$ cat config.mk
export PLATFORM = sky130hd
export DESIGN_NAME = apt_row_sum
export DESIGN_NICKNAME = d
export VERILOG_FILES = /design/src/rtl/apt_pkg.sv /design/src/rtl/apt_row_sum.sv
export SDC_FILE = /design/constraint.sdc
export NUM_CORES = 1
export LEC_CHECK = 0
export BUFFER_PORTS_ARGS = -buffer_cell sky130_fd_sc_hd__buf_2
export CORE_MARGIN = 2
export CORE_UTILIZATION = 50
export DETAILED_ROUTE_END_ITERATION = 7
export PLACE_DENSITY_LB_ADDON = 0.15
export REMOVE_ABC_BUFFERS = 1
export SYNTH_ARGS = -nofsm -noshare
export SYNTH_HDL_FRONTEND = slang
export SYNTH_SLANG_ARGS = --single-unit
$ cat constraint.sdc
create_clock -name vclk -period 8.75
set_input_delay 1.75 -clock vclk [all_inputs]
set_output_delay 1.75 -clock vclk [all_outputs]
set_load 0.01 [all_outputs]
$ cat src/rtl/apt_pkg.sv
`default_nettype none
package apt_pkg;

	// Fixed-point format of the point coordinates and the coefficients
	localparam int COORD_BITS = 32;
	localparam int FRAC_BITS  = 16;
	localparam int COEF_BITS  = 32;

	// Full-precision product, accumulator with headroom for three products
	// plus translation and rounding term
	localparam int PROD_BITS = COEF_BITS + COORD_BITS;
	localparam int ACC_BITS  = PROD_BITS + 2;

	localparam int NUM_ROWS      = 3;
	localparam int NUM_REGS      = 6;
	localparam int CFG_DATA_BITS = 64;
	localparam int CFG_ADDR_BITS = 6;
	localparam int REG_IDX_BITS  = 3;

	// Register indexes (byte address is 8 * index)
	localparam logic [REG_IDX_BITS-1:0] REG_ROW0_COLS01 = 3'd0;
	localparam logic [REG_IDX_BITS-1:0] REG_ROW0_COLS23 = 3'd1;
	localparam logic [REG_IDX_BITS-1:0] REG_ROW1_COLS01 = 3'd2;
	localparam logic [REG_IDX_BITS-1:0] REG_ROW1_COLS23 = 3'd3;
	localparam logic [REG_IDX_BITS-1:0] REG_ROW2_COLS01 = 3'd4;
	localparam logic [REG_IDX_BITS-1:0] REG_ROW2_COLS23 = 3'd5;

	typedef logic signed [COORD_BITS-1:0] coord_t;
	typedef logic signed [COEF_BITS-1:0]  coef_t;
	typedef logic signed [PROD_BITS-1:0]  prod_t;
	typedef logic signed [ACC_BITS-1:0]   acc_t;

	localparam coord_t COORD_MAX = {1'b0, {(COORD_BITS-1){1'b1}}};
	localparam coord_t COORD_MIN = {1'b1, {(COORD_BITS-1){1'b0}}};

	// Half an output LSB; zero when there are no fraction bits
	localparam acc_t ROUND_HALF = ACC_BITS'((1 << FRAC_BITS) >> 1);

	typedef struct packed {
		coord_t in_x;
		coord_t in_y;
		coord_t in_z;
		logic   last_in;
	} point_t;

	typedef struct packed {
		coord_t out_x;
		coord_t out_y;
		coord_t out_z;
		logic   saturated;
		logic   last_out;
	} result_t;

	typedef struct packed {
		coef_t c0;
		coef_t c1;
		coef_t c2;
		coef_t tr;
	} row_coef_t;

	typedef row_coef_t [NUM_ROWS-1:0] matrix_t;

	typedef struct packed {
		prod_t p0;
		prod_t p1;
		prod_t p2;
	} row_prod_t;

endpackage
`default_nettype wire

$ cat src/rtl/apt_row_sum.sv
`default_nettype none
module apt_row_sum (
	input  wire apt_pkg::row_prod_t  prod,
	input  wire apt_pkg::coef_t      tr,
	output apt_pkg::coord_t          coord,
	output logic                     sat
);

	localparam int TOP_BITS = apt_pkg::ACC_BITS - apt_pkg::COORD_BITS + 1;

	apt_pkg::prod_t p0, p1, p2;
	apt_pkg::acc_t  tr_ext;
	apt_pkg::acc_t  acc;
	apt_pkg::acc_t  shifted;
	logic [TOP_BITS-1:0] top;

	assign p0     = prod.p0;
	assign p1     = prod.p1;
	assign p2     = prod.p2;
	assign tr_ext = apt_pkg::ACC_BITS'(tr) <<< apt_pkg::FRAC_BITS;

	// Round half up, then floor-shift
	assign acc = apt_pkg::ACC_BITS'(p0) + apt_pkg::ACC_BITS'(p1) + apt_pkg::ACC_BITS'(p2)
		+ tr_ext + apt_pkg::ROUND_HALF;
	assign shifted = acc >>> apt_pkg::FRAC_BITS;

	// In range when all bits above the output sign match it
	assign top = shifted[apt_pkg::ACC_BITS-1:apt_pkg::COORD_BITS-1];

	always_comb begin
		if ((&top) || !(|top)) begin
			coord = shifted[apt_pkg::COORD_BITS-1:0];
			sat   = 1'b0;
		end else begin
			coord = shifted[apt_pkg::ACC_BITS-1] ? apt_pkg::COORD_MIN : apt_pkg::COORD_MAX;
			sat   = 1'b1;
		end
	end

endmodule
`default_nettype wire

==> key figures <==
Run status
  • Status: complete, no violations

Timing
  • Final critical-path required period: between 8 and 9 ns
  • Unrepaired setup endpoints after global routing: no
  • Fraction of the cycle the final worst path needs: 0.964
  • Final Slew Violations: 0
  • Final hold slack: between 4 and 5 ns
  • Achievable Freq: between 100 and 150 MHz
  • Hold Vio Cnt, Final: 0
  • Relative slew slack: 0.356
  • Least-Margin Pin Slew: about 0.96 ns
  • Final Setup Violations: 0
  • Setup TNS: 0 ns

Cells and area
  • Finished Layout Cells: 1583
  • Share of layout cells above drive strength 1: 0.217
  • FF+latch count: 0
  • FF/Latch Area: 0 um2
  • # nets final: between 1.5k and 2k
  • # clk buffers: 0
  • Ant. Diodes: 0
  • Synth-to-Final Area Change: 17.0%
  • Fin util: 0.602

Yosys
  • Ranking of synthesized cells by area: fa_1 27%, inv_1 15%, ha_1 12%
  • Synth top area share: 0.273
  • Post-Syn Area: between 8000 and 9000 um2
  • Synth cell types: between 70 and 80
  • Yosys warns: 0
  • Area leader, netlist: fa_1
  • Syn avg cell area: between 7 and 8 um2
  • Seq/Total Area, Yosys: 0
  • Synth Instances: between 1k and 1.5k

Floorplan
  • I/O Pins: 257
  • Core area: roughly 16000 um2
  • Initial core utilization: 0.514
  • Die H: between 100 and 150 um
  • Die Wd: about 130 um
  • Std cell rows: 46
  • Die footprint: 17500 um2

Hold path
  • Hold path startpoint: prod[143]
  • WHS Path Cells: 6
  • Hold path endpoint: coord[0]
  • Hold Crit Class: in -> out

Power
  • Tot Pwr: between 1500 and 2000 uW
  • Maximum resistive drop on vdd: 97.9 uV
  • Power Dens Cells: between 200 and 250 nW/um2
  • Leak: 0.00557 uW

Routing
  • WL final: ~23 mm
  • Via count: around 8.3k
  • Pre-antenna DRT Iters: 6
  • Vias per cell: 5.21
  • Initial DRC Count: 544
  • Antenna-violating nets left: 0
  • Wire per inst: about 14 um
  • DRC viols: 0

Global routing
  • Vias in the first global route: about 8.1k
  • First-pass GRT wire length: ~37 mm
  • Overall Global Routing Usage: 0.252
  • Grt ovf: 0
  • Largest net degree at the start of global routing: 32
  • Initial antenna violation count: 1

Placement
  • Placer Congestion: 0.974
  • HPWL Detailed: 20.2 mm
  • Cells after DPL: between 1.5k and 2k
  • Buffers added on ports: 257

Worst setup path
  • Req. time, crit path: approximately 7 ns
  • Crit path launch type: primary input
  • Critical path peak fanout: 27
  • CP Data Arrival Time: approximately 6.7 ns
  • Crit path capture type: primary output
  • CP Class: in -> out

Run
  • Maxcap violations: 0

CTS
  • Hold-fix buffers at CTS: 0
==> stage by stage <==
step | worst slack [ns] | instance area, um2
after floorplan | 0.120 | 7950
after global placement | 0.365 | 9580
after detailed placement | 0.310 | 9580
after CTS | 0.299 | 9580
after global routing | 0.0803 | 9630
final | 0.316 | 9630
==> cells in the mapped netlist, types with 6 or more instances <==
cell / n
nand3_1: 17
nor3_1: 14
fa_1: 112
a21o_1: 10
nor4_1: 7
clkbuf_1: 16
mux2i_1: 31
o21bai_1: 7
ha_1: 77
a21oi_1: 97
buf_6: 6
a31oi_1: 8
nand4_1: 33
o21a_1: 6
xnor2_1: 23
xor2_1: 24
nor2_1: 57
inv_1: 330
buf_2: 11
o21ai_0: 55
nand2_1: 99
==> cells by family after synthesis <==
| kind of cell | after synthesis | synth area share |
|---|---|---|
| buf+inv | 371 | 0.185 |
| simple gates | 261 | 0.156 |
| compound gates | 241 | 0.181 |
| fa+ha+maj | 189 | 0.390 |
| xor+xnor | 47 | 0.0500 |
| mux | 31 | 0.0377 |
==> layer usage <==
layer	vias up	wire length, um	global-route usage
met1	3802	10300	0.353
li1	4105	-	-
met3	24	1360	0.0158
met2	319	10700	0.443
met4	2	256	0.0275
met5	-	13	0
==> cell usage in the layout, fill, tap and decap left out, drive strengths merged, types with 5 or more instances in the layout <==
master	netlist	routed
a21o	10	10
a21boi	5	5
o21bai	7	7
mux2i	31	31
o21a	6	6
ha	77	77
nor4	8	8
nor2	57	57
nand2	100	100
nor3	18	18
a21oi	102	102
nand3	17	17
inv	330	329
a211oi	6	6
buf	23	268
fa	112	112
nand4	33	33
o21ai	61	61
xnor2	23	23
a31oi	8	8
xor2	24	24
==> report_power, final <==
part	internal, uW	switching [uW]
Sequential	0	0
Clock	0	0
Combinational	751	1220
Total	751	1220
==> final cells by class <==
type                            count  area (um2)
Inverter                          330        1240
Fill cell                        1570        6370
Timing Repair Buffer              268        1390
Tap cell                          216         270
Multi-Input combinational cell    769        6720
==> repair_timing <==
item                       4_1_cts  5_1_grt
buffers inserted                 0        2
gates resized for setup          0        4
setup endpoints to repair        0        9
==> worst max-delay path, cell delays in order <==
cell and delay [ns]:
buf_2 0.08, inv_1 0.04, fa_1 0.50, fa_1 0.53
inv_1 0.04, ha_1 0.40, a21oi_2 0.20, o211ai_1 0.14
a21oi_1 0.19, or4b_1 0.53, and2_1 0.27, a41oi_1 0.28
xor2_1 0.15, nor2_1 0.13, nand2_1 0.06, or4b_1 0.46
o21a_2 0.29, buf_12 0.21, mux2i_1 0.23, buf_2 0.17
==> how the worst max path moves through the flow <==
stage                  start   endpoint  slack (ns)  cells after the start
global route          tr[31]  coord[23]        0.08                     18
finish              prod[16]  coord[23]        0.32                     20
CTS                   tr[31]  coord[23]        0.30                     19
detailed placement    tr[31]  coord[23]        0.31                     19
floorplan           prod[30]   coord[0]        0.12                     16
global placement    prod[16]  coord[23]        0.36                     20
Note: power is estimated with default switching activity, not from simulation.
