**src/rtl/apt_pkg.sv**
```systemverilog
`default_nettype none
package apt_pkg;

	// Fixed-point format of the point coordinates and the coefficients
	localparam int COORD_BITS = 32;
	localparam int FRAC_BITS  = 16;
	localparam int COEF_BITS  = 32;

	// Full-precision product, accumulator with headroom for three products
	// plus translation and rounding term
	localparam int PROD_BITS = COEF_BITS + COORD_BITS;
	localparam int ACC_BITS  = PROD_BITS + 2;

	localparam int NUM_ROWS      = 3;
	localparam int NUM_REGS      = 6;
	localparam int CFG_DATA_BITS = 64;
	localparam int CFG_ADDR_BITS = 6;
	localparam int REG_IDX_BITS  = 3;

	// Register indexes (byte address is 8 * index)
	localparam logic [REG_IDX_BITS-1:0] REG_ROW0_COLS01 = 3'd0;
	localparam logic [REG_IDX_BITS-1:0] REG_ROW0_COLS23 = 3'd1;
	localparam logic [REG_IDX_BITS-1:0] REG_ROW1_COLS01 = 3'd2;
	localparam logic [REG_IDX_BITS-1:0] REG_ROW1_COLS23 = 3'd3;
	localparam logic [REG_IDX_BITS-1:0] REG_ROW2_COLS01 = 3'd4;
	localparam logic [REG_IDX_BITS-1:0] REG_ROW2_COLS23 = 3'd5;

	typedef logic signed [COORD_BITS-1:0] coord_t;
	typedef logic signed [COEF_BITS-1:0]  coef_t;
	typedef logic signed [PROD_BITS-1:0]  prod_t;
	typedef logic signed [ACC_BITS-1:0]   acc_t;

	localparam coord_t COORD_MAX = {1'b0, {(COORD_BITS-1){1'b1}}};
	localparam coord_t COORD_MIN = {1'b1, {(COORD_BITS-1){1'b0}}};

	// Half an output LSB; zero when there are no fraction bits
	localparam acc_t ROUND_HALF = ACC_BITS'((1 << FRAC_BITS) >> 1);

	typedef struct packed {
		coord_t in_x;
		coord_t in_y;
		coord_t in_z;
		logic   last_in;
	} point_t;

	typedef struct packed {
		coord_t out_x;
		coord_t out_y;
		coord_t out_z;
		logic   saturated;
		logic   last_out;
	} result_t;

	typedef struct packed {
		coef_t c0;
		coef_t c1;
		coef_t c2;
		coef_t tr;
	} row_coef_t;

	typedef row_coef_t [NUM_ROWS-1:0] matrix_t;

	typedef struct packed {
		prod_t p0;
		prod_t p1;
		prod_t p2;
	} row_prod_t;

endpackage
`default_nettype wire

```
**src/rtl/apt_cfg_regs.sv**
```systemverilog
`default_nettype none
module apt_cfg_regs (
	input  wire logic                                clk,
	input  wire logic                                arst_n,
	input  wire logic                                psel,
	input  wire logic                                penable,
	input  wire logic                                pwrite,
	input  wire logic [apt_pkg::CFG_ADDR_BITS-1:0]   paddr,
	input  wire logic [apt_pkg::CFG_DATA_BITS-1:0]   pwdata,
	output logic      [apt_pkg::CFG_DATA_BITS-1:0]   prdata,
	output logic                                     pready,
	output apt_pkg::matrix_t                         matrix
);

	localparam logic [apt_pkg::CFG_DATA_BITS-1:0] RESET_VAL [apt_pkg::NUM_REGS] = '{
		64'h0000_0000_0001_0000,
		64'h0000_0000_0000_0000,
		64'h0001_0000_0000_0000,
		64'h0000_0000_0000_0000,
		64'h0000_0000_0000_0000,
		64'h0000_0000_0001_0000
	};
	localparam logic [apt_pkg::REG_IDX_BITS-1:0] LAST_IDX =
		apt_pkg::REG_IDX_BITS'(apt_pkg::NUM_REGS - 1);

	logic [apt_pkg::CFG_DATA_BITS-1:0] reg_q [apt_pkg::NUM_REGS];
	logic [apt_pkg::REG_IDX_BITS-1:0]  idx;
	logic                              wr_en;

	assign pready = 1'b1;
	assign idx    = paddr[apt_pkg::CFG_ADDR_BITS-1:3];
	assign wr_en  = psel && penable && pwrite && pready;

	// Drop writes beyond the register list
	always_ff @(posedge clk or negedge arst_n) begin
		if (!arst_n) begin
			for (int i = 0; i < apt_pkg::NUM_REGS; i++) begin
				reg_q[i] <= RESET_VAL[i];
			end
		end else if (wr_en && idx <= LAST_IDX) begin
			reg_q[idx] <= pwdata;
		end
	end

	always_comb begin
		if (idx <= LAST_IDX) begin
			prdata = reg_q[idx];
		end else begin
			prdata = '0;
		end
	end

	// Even column in the low half, odd column in the high half
	always_comb begin
		matrix[0].c0 = reg_q[apt_pkg::REG_ROW0_COLS01][31:0];
		matrix[0].c1 = reg_q[apt_pkg::REG_ROW0_COLS01][63:32];
		matrix[0].c2 = reg_q[apt_pkg::REG_ROW0_COLS23][31:0];
		matrix[0].tr = reg_q[apt_pkg::REG_ROW0_COLS23][63:32];
		matrix[1].c0 = reg_q[apt_pkg::REG_ROW1_COLS01][31:0];
		matrix[1].c1 = reg_q[apt_pkg::REG_ROW1_COLS01][63:32];
		matrix[1].c2 = reg_q[apt_pkg::REG_ROW1_COLS23][31:0];
		matrix[1].tr = reg_q[apt_pkg::REG_ROW1_COLS23][63:32];
		matrix[2].c0 = reg_q[apt_pkg::REG_ROW2_COLS01][31:0];
		matrix[2].c1 = reg_q[apt_pkg::REG_ROW2_COLS01][63:32];
		matrix[2].c2 = reg_q[apt_pkg::REG_ROW2_COLS23][31:0];
		matrix[2].tr = reg_q[apt_pkg::REG_ROW2_COLS23][63:32];
	end

endmodule
`default_nettype wire

```
**config.mk**
```make
export PLATFORM = sky130hd
export DESIGN_NAME = apt_cfg_regs
export DESIGN_NICKNAME = d
export VERILOG_FILES = /design/src/rtl/apt_pkg.sv /design/src/rtl/apt_cfg_regs.sv
export SDC_FILE = /design/constraint.sdc
export NUM_CORES = 1
export LEC_CHECK = 0
export ABC_AREA = 1
export BUFFER_PORTS_ARGS = -buffer_cell sky130_fd_sc_hd__clkbuf_2
export CAP_MARGIN = 5
export CORE_AREA = 2 2 202 204
export CTS_CLUSTER_SIZE = 28
export DETAILED_ROUTE_END_ITERATION = 6
export DIE_AREA = 0 0 204 206
export HOLD_SLACK_MARGIN = 0.08
export PLACE_DENSITY = 0.81
export SLEW_MARGIN = 20
export SYNTH_ARGS = -nofsm -noshare
export SYNTH_HDL_FRONTEND = slang
export SYNTH_SLANG_ARGS = --single-unit
```
**constraint.sdc**
```tcl
create_clock -name clk -period 1.95 [get_ports clk]
set_input_delay 0.0975 -clock clk [delete_from_list [all_inputs] [get_ports clk]]
set_output_delay 0.0975 -clock clk [all_outputs]
set_load 0.01 [all_outputs]
```
==> results.py, run 1 <==
metrics = {
    "clock_network": {
        "h-tree-depth": 2,
        "cts_root_buf": "clkbuf_16",
        "clk_transition_reported_paths_ns": 0.06,
        "clock_sinks": 384,
        "cts_tree": "yes",
        "ctsResizeCount": 0,
        "clk_latency_ns": 0.55,
        "cts_made_buffers": 41,
        "cts_buffer_depth": 3,
    },
    "logic_synthesis": {
        "ys.flop_type": "dfrtp_1",
        "synth_top_area_share_pct": 50.7,
        "synth_nets": 2643,
        "syn_area_sq_um": 18800,
        "synth_seq_area_share_pct": 51.1,
        "ys_async_sr_fraction_pct": 100,
        "synth_top_area_cell": "dfrtp_1",
        "synth-edff-count": 0,
        "ys_warn_count": 0,
        "synth_area_leaders": "dfrtp_1 51%, nand2_1 19%, o21ai_0 9.1%",
        "synthTopCellsByCount": "972 x nand2_1, 381 x dfrtp_1, 361 x inv_1",
        "netlist_instances": 2568,
        "synth.most_common_cell": "nand2_1",
        "synth-seq-cells": 384,
        "yosysUniqueCellTypes": 22,
        "avgSynthCellArea_sq_um": 7.32,
    },
    "worst_setup_path": {
        "crit_required_ns": 2.41,
        "start_kind": "input port",
        "crit_fanout": 28,
        "worstPathArrival_ns": 2.34,
        "crit_type": "in2reg",
        "end_kind": "flip-flop",
    },
    "floorplan": {
        "die_h_microns": 206,
        "die-area_sq_um": 42000,
        "fp-row-count": 74,
        "die-width_microns": 204,
        "start_util_pct": 46.8,
        "io_pins": 524,
        "core_area_sq_um": 40200,
    },
    "grt": {
        "grt.met2_usage_pct": 49.0,
        "grt_busiest_layer": "met2",
        "grt_overflow_total": 0,
        "grt_max_degree": 82,
        "antenna_found_initial": 2,
        "globalRouteMet3Util_pct": 6.35,
        "grt_pass1_vias": 17900,
        "grt_pass1_wl_microns": 102000,
        "grt_util_all_layers_pct": 31.1,
        "grtUsageMet1_pct": 41.4,
    },
    "routing": {
        "drt-total-wl_microns": 66900,
        "antenna_left": 0,
        "viasPerCell": 5.30,
        "drt-initial-drc-count": 1827,
        "wl_per_cell_microns": 18.3,
        "vias": 19400,
        "drc": 0,
        "drt_pass1_iterations": 5,
    },
    "final_layout": {
        "fin_cells": 3663,
        "nets": 3172,
        "syn_to_final_growth_pct": 28.8,
        "drive_above_1_share_pct": 21.2,
        "largest_reg_flops": 384,
    },
    "power_and_ir_drop": {
        "powerDensity_nw_per_um2": 1060,
        "ir_drop_mv": 0.679,
        "leakage_nw": 13.2,
    },
    "placement": {
        "dp_hpwl_microns": 42700,
        "port_buffers": 519,
        "place_congestion": 0.846,
        "dp.cells": 3512,
    },
    "sta": {
        "hold_violations": 0,
        "fmax_mhz": 534,
        "fin_tns_setup_ns": 0,
        "finalSetupViolations": 0,
        "drv_slew": 0,
        "skew_ns": 0,
        "post-route-period-util_pct": 96.1,
        "fin_crit_ns": 1.87,
        "max-slew-margin-rel_pct": 62.3,
        "tightest_slew_ns": 0.566,
        "rsz0062_at_grt": "false",
    },
    "worst_hold_path": {
        "hold_path_class": "in2reg",
    },
    "status": {
        "outcome": "finished clean",
    },
    "run": {
        "maxCapViolations": 0,
    },
}
[metal layers]
| metal | up-vias | share of wire (%) |
|---|---|---|
| li1 | 8956 | - |
| met1 | 8999 | 39 |
| met2 | 1261 | 46 |
| met3 | 213 | 11 |
| met4 | 2 | 4.7 |
| met5 | - | 0.016 |
[worst max-delay path: stages]
cell and delay, ns:
dlygate4sd3_1 0.56, clkbuf_2 0.13, nand3_4 0.19, dlygate4sd3_1 0.69
nor2_4 0.10, buf_4 0.15, buf_12 0.19, nand2_1 0.08
o21ai_0 0.10
[worst paths after layout]
check | endpoint | start | cells past startpoint | slack (ns)
setup / recovery | matrix[318] | pwrite | 9 | 0.08
setup reg to reg | matrix[118] | matrix[118] | 2 | 1.04
max in group asynchronous | matrix[274] | arst_n | 3 | 1.15
min in group asynchronous | matrix[61] | arst_n | 3 | 0.25
hold / removal | matrix[173] | paddr[3] | 4 | 0.21
hold reg to reg | matrix[343] | matrix[343] | 2 | 0.50
[power by group]
group          total [mW]  internal (mW)  switching (mW)
clock                7.75           4.47            3.28
combinational        7.00           2.56            4.44
sequential           11.0           9.74            1.24
total                25.7           16.8            8.96
[area by class of cell]
cell class	count	area, sq um
clock inverter	11	90.1
clock buffer	65	1230
antenna	1	2.50
fill	3477	16000
multi-input combinational	1653	7080
timing repair buffer	653	4170
sequential	384	9610
tap	532	666
inverter	364	1370
[cell families (layout without fill, tap and decap cells)]
kind of cell,after synthesis,count (layout),synth area share (%)
buffers and inverters,531,1093,11.6
flip-flops,384,384,51.1
other,1,2,0.0199
AND/OR/NAND/NOR,1256,1256,26.7
AO/OA/AOI/OAI,396,396,10.5
[cells in the final DEF, fill, tap and decap left out, drive strengths merged, types with 2 or more instances in the layout]
cell type,n
buf,67
dlygate4sd3,68
nand3,222
nand2,973
clkbuf,583
nor3,2
dfstp,3
o21ai,372
inv,364
dfrtp,381
a21oi,24
clkinv,9
nor2,59
[stage by stage]
step                setup slack, ns  utilization, %  power [mW]  hold WS (ns)  cell area, sq um
CTS                          0.0368            60.1        25.8         0.190             24200
finish                       0.0766            60.3        25.7         0.210             24200
floorplan                     0.746               -        14.3        -0.198             18800
detailed placement            0.263            55.1        17.8        0.0581             22100
global route                0.00632            60.3        27.1         0.239             24200
global placement              0.331            55.1        17.7        0.0556             22100
[what timing repair did]
action / 4_1_cts / 5_1_grt
hold endpoints to repair: 765 / 0
setup endpoints to repair: 0 / 43
setup buffers: 0 / 2
hold buffers: 70 / 0
(Power assumes the default switching activity.)
==> run 2: changes to the inputs <==
--- a/config.mk
+++ b/config.mk
@@ -14,6 +14,7 @@
 export DIE_AREA = 0 0 204 206
 export HOLD_SLACK_MARGIN = 0.08
 export PLACE_DENSITY = 0.81
+export SETUP_SLACK_MARGIN = 0.15
 export SLEW_MARGIN = 20
 export SYNTH_ARGS = -nofsm -noshare
 export SYNTH_HDL_FRONTEND = slang
==> run 2 against run 1 <==
  * Critical path depth fell by 2
  * Worst setup slack better by 0.16 ns
  * Clock-buffer cell count unchanged
  * Worst hold slack improved by 0.022 ns
  * Sequential share of layout area grew 0.12 points
  * Die area did not move
  * Combinational power hardly changed
  * Fmax rose by 9.4%
  * Critical endpoint is now prdata[16]
==> results.py, run 2 (same netlist as run 1, synthesis figures left out) <==
metrics = {
    "routing": {
        "viasPerCell": 5.27,
        "antenna_left": 0,
        "wl_per_cell_microns": 17.9,
        "drt-total-wl_microns": 65700,
        "drt_pass1_iterations": 6,
        "drt-initial-drc-count": 1727,
        "drc": 0,
        "vias": 19300,
    },
    "sta": {
        "rsz0062_at_grt": "false",
        "drv_slew": 0,
        "fin_crit_ns": 1.71,
        "tightest_slew_ns": 0.578,
        "skew_ns": 0,
        "post-route-period-util_pct": 87.8,
        "hold_violations": 0,
        "max-slew-margin-rel_pct": 61.4,
        "fmax_mhz": 584,
        "postLayoutSetupSlackWorst_ns": 0.238,
        "fin_tns_setup_ns": 0,
        "finalSetupViolations": 0,
    },
    "power_and_ir_drop": {
        "ir_drop_mv": 0.676,
        "comb_power_share_pct": 27.2,
        "power_frac_seq_pct": 42.7,
        "intPower_mw": 16.8,
        "leakage_nw": 13.1,
        "swShare_pct": 34.8,
        "clkPwrFrac_pct": 30.2,
        "p_switching_mw": 8.95,
        "powerDensity_nw_per_um2": 1070,
    },
    "final_layout": {
        "drive_above_1_share_pct": 21.1,
        "final_common_cell": "nand2_1",
        "nets": 3168,
        "fin_cells": 3659,
        "syn_to_final_growth_pct": 28.4,
        "design_area_sq_um": 24100,
        "largest_reg_flops": 384,
        "most-common-layout-cells": "971 x nand2_1, 515 x clkbuf_2, 381 x dfrtp_1, 360 x inv_1, 340 x o21ai_0",
    },
    "grt": {
        "grt_util_all_layers_pct": 30.8,
        "grt_pass1_wl_microns": 101000,
        "antenna_found_initial": 2,
        "grt_max_degree": 82,
        "grt_overflow_total": 0,
        "grt_pass1_vias": 17900,
    },
    "worst_setup_path": {
        "r2r_cells": 2,
        "crit_type": "reg2out",
        "r2r-start": "matrix[118]",
        "crit_required_ns": 1.85,
        "reg2reg_slack_ns": 1.06,
        "end_kind": "output pin",
        "r2r-end": "matrix[118]",
        "worstPathArrival_ns": 1.61,
        "start_kind": "flip-flop",
        "crit_fanout": 2,
    },
    "clock_network": {
        "clk_latency_ns": 0.56,
        "cts_root_buf": "clkbuf_16",
        "h-tree-depth": 2,
        "post-cts-setup-buffers": 0,
        "clk_transition_reported_paths_ns": 0.06,
        "cts_made_buffers": 41,
        "cts_tree": "yes",
        "clock_sinks": 384,
        "cts_buffer_depth": 3,
    },
    "placement": {
        "place_ws_ns": 0.263,
        "dp.cells": 3512,
        "dp_hpwl_microns": 42700,
        "placed_area_sq_um": 22100,
        "place_congestion": 0.846,
        "port_buffers": 519,
    },
    "floorplan": {
        "die-area_sq_um": 42000,
        "die_h_microns": 206,
        "core_area_sq_um": 40200,
        "start_util_pct": 46.8,
        "io_pins": 524,
        "fp-row-count": 74,
        "die-width_microns": 204,
    },
    "worst_hold_path": {
        "hold_path_class": "in2reg",
        "worstHoldPathCells": 4,
        "worstHoldStart": "paddr[3]",
        "hold_end": "matrix[173]",
    },
    "run": {
        "maxCapViolations": 0,
    },
    "status": {
        "outcome": "finished clean",
    },
}
[run 2: cell types whose count changed in the layout (fill, tap and decap cells not counted), sizes merged]
cell,delta
dlygate4sd3,+2
buf,-3
clkbuf,-3
[run 2: layer usage]
metal  up-vias  global-route usage (%)  wire length (microns)  part of all wire (%)
met1      8985                    40.8                  25500                    39
li1       8950                       -                      -                     -
met2      1171                    49.0                  30400                    46
met3       193                    6.43                   6820                    10
met5         -                       0                     11                 0.017
met4         2                    13.9                   2990                   4.6
[run 2: area by class of cell]
cell class	count	area [sq um]
Antenna cell	1	2.50
Tap cell	532	666
Timing Repair Buffer	649	4100
Sequential cell	384	9610
Clock inverter	11	90.1
Multi-Input combinational cell	1653	7080
Inverter	364	1370
Fill cell	3481	16000
Clock buffer	65	1230
[run 2: what timing repair did]
item | in CTS | in global routing
hold buffers | 70 | 0
setup endpoints to repair | 0 | 1
endpoints found under the hold margin | 765 | 0
gates resized for setup | 0 | 1
[run 2: per-stage QoR]
| stage | hold WS (ns) | utilization [%] | total power, mW |
|---|---|---|---|
| final | 0.231 | 60.1 | 25.7 |
| after global routing | 0.238 | 60.1 | 27.0 |
| after CTS | 0.188 | 60.1 | 25.7 |
| after detailed placement | 0.0581 | 55.1 | 17.8 |
| after global placement | 0.0556 | 55.1 | 17.7 |
| after floorplan | -0.198 | - | 14.3 |
[run 2: critical path, cell delays in order, from the launching register on]
cell     delay (ns)
dfstp_2        0.54
inv_1          0.05
nand2_1        0.06
nand2_1        0.05
nand2_1        0.05
nand2_1        0.05
a21oi_1        0.11
buf_2          0.15
[run 2: worst max-delay path by stage]
| stage | startpoint | endpoint | slack [ns] | depth (start not counted) |
|---|---|---|---|---|
| 2_1_floorplan | paddr[4] | prdata[23] | 0.75 | 6 |
| 3_5_place_dp | paddr[5] | matrix[309] | 0.26 | 6 |
| 3_3_place_gp | paddr[5] | matrix[318] | 0.33 | 6 |
| 6_report | matrix[112] | prdata[16] | 0.24 | 7 |
| 4_1_cts | matrix[112] | prdata[16] | 0.22 | 7 |
| 5_1_grt | matrix[112] | prdata[16] | 0.16 | 7 |
[run 2: power by group through the flow]
| stage | logic (mW) | clock network [mW] | registers [mW] |
|---|---|---|---|
| floorplan | 2.60 | 0 | 11.7 |
| global placement | 6.67 | 0 | 11.0 |
| detailed placement | 6.81 | 0 | 11.0 |
| CTS | 6.96 | 7.84 | 10.9 |
| global route | 7.74 | 8.14 | 11.2 |
| finish | 6.98 | 7.75 | 11.0 |
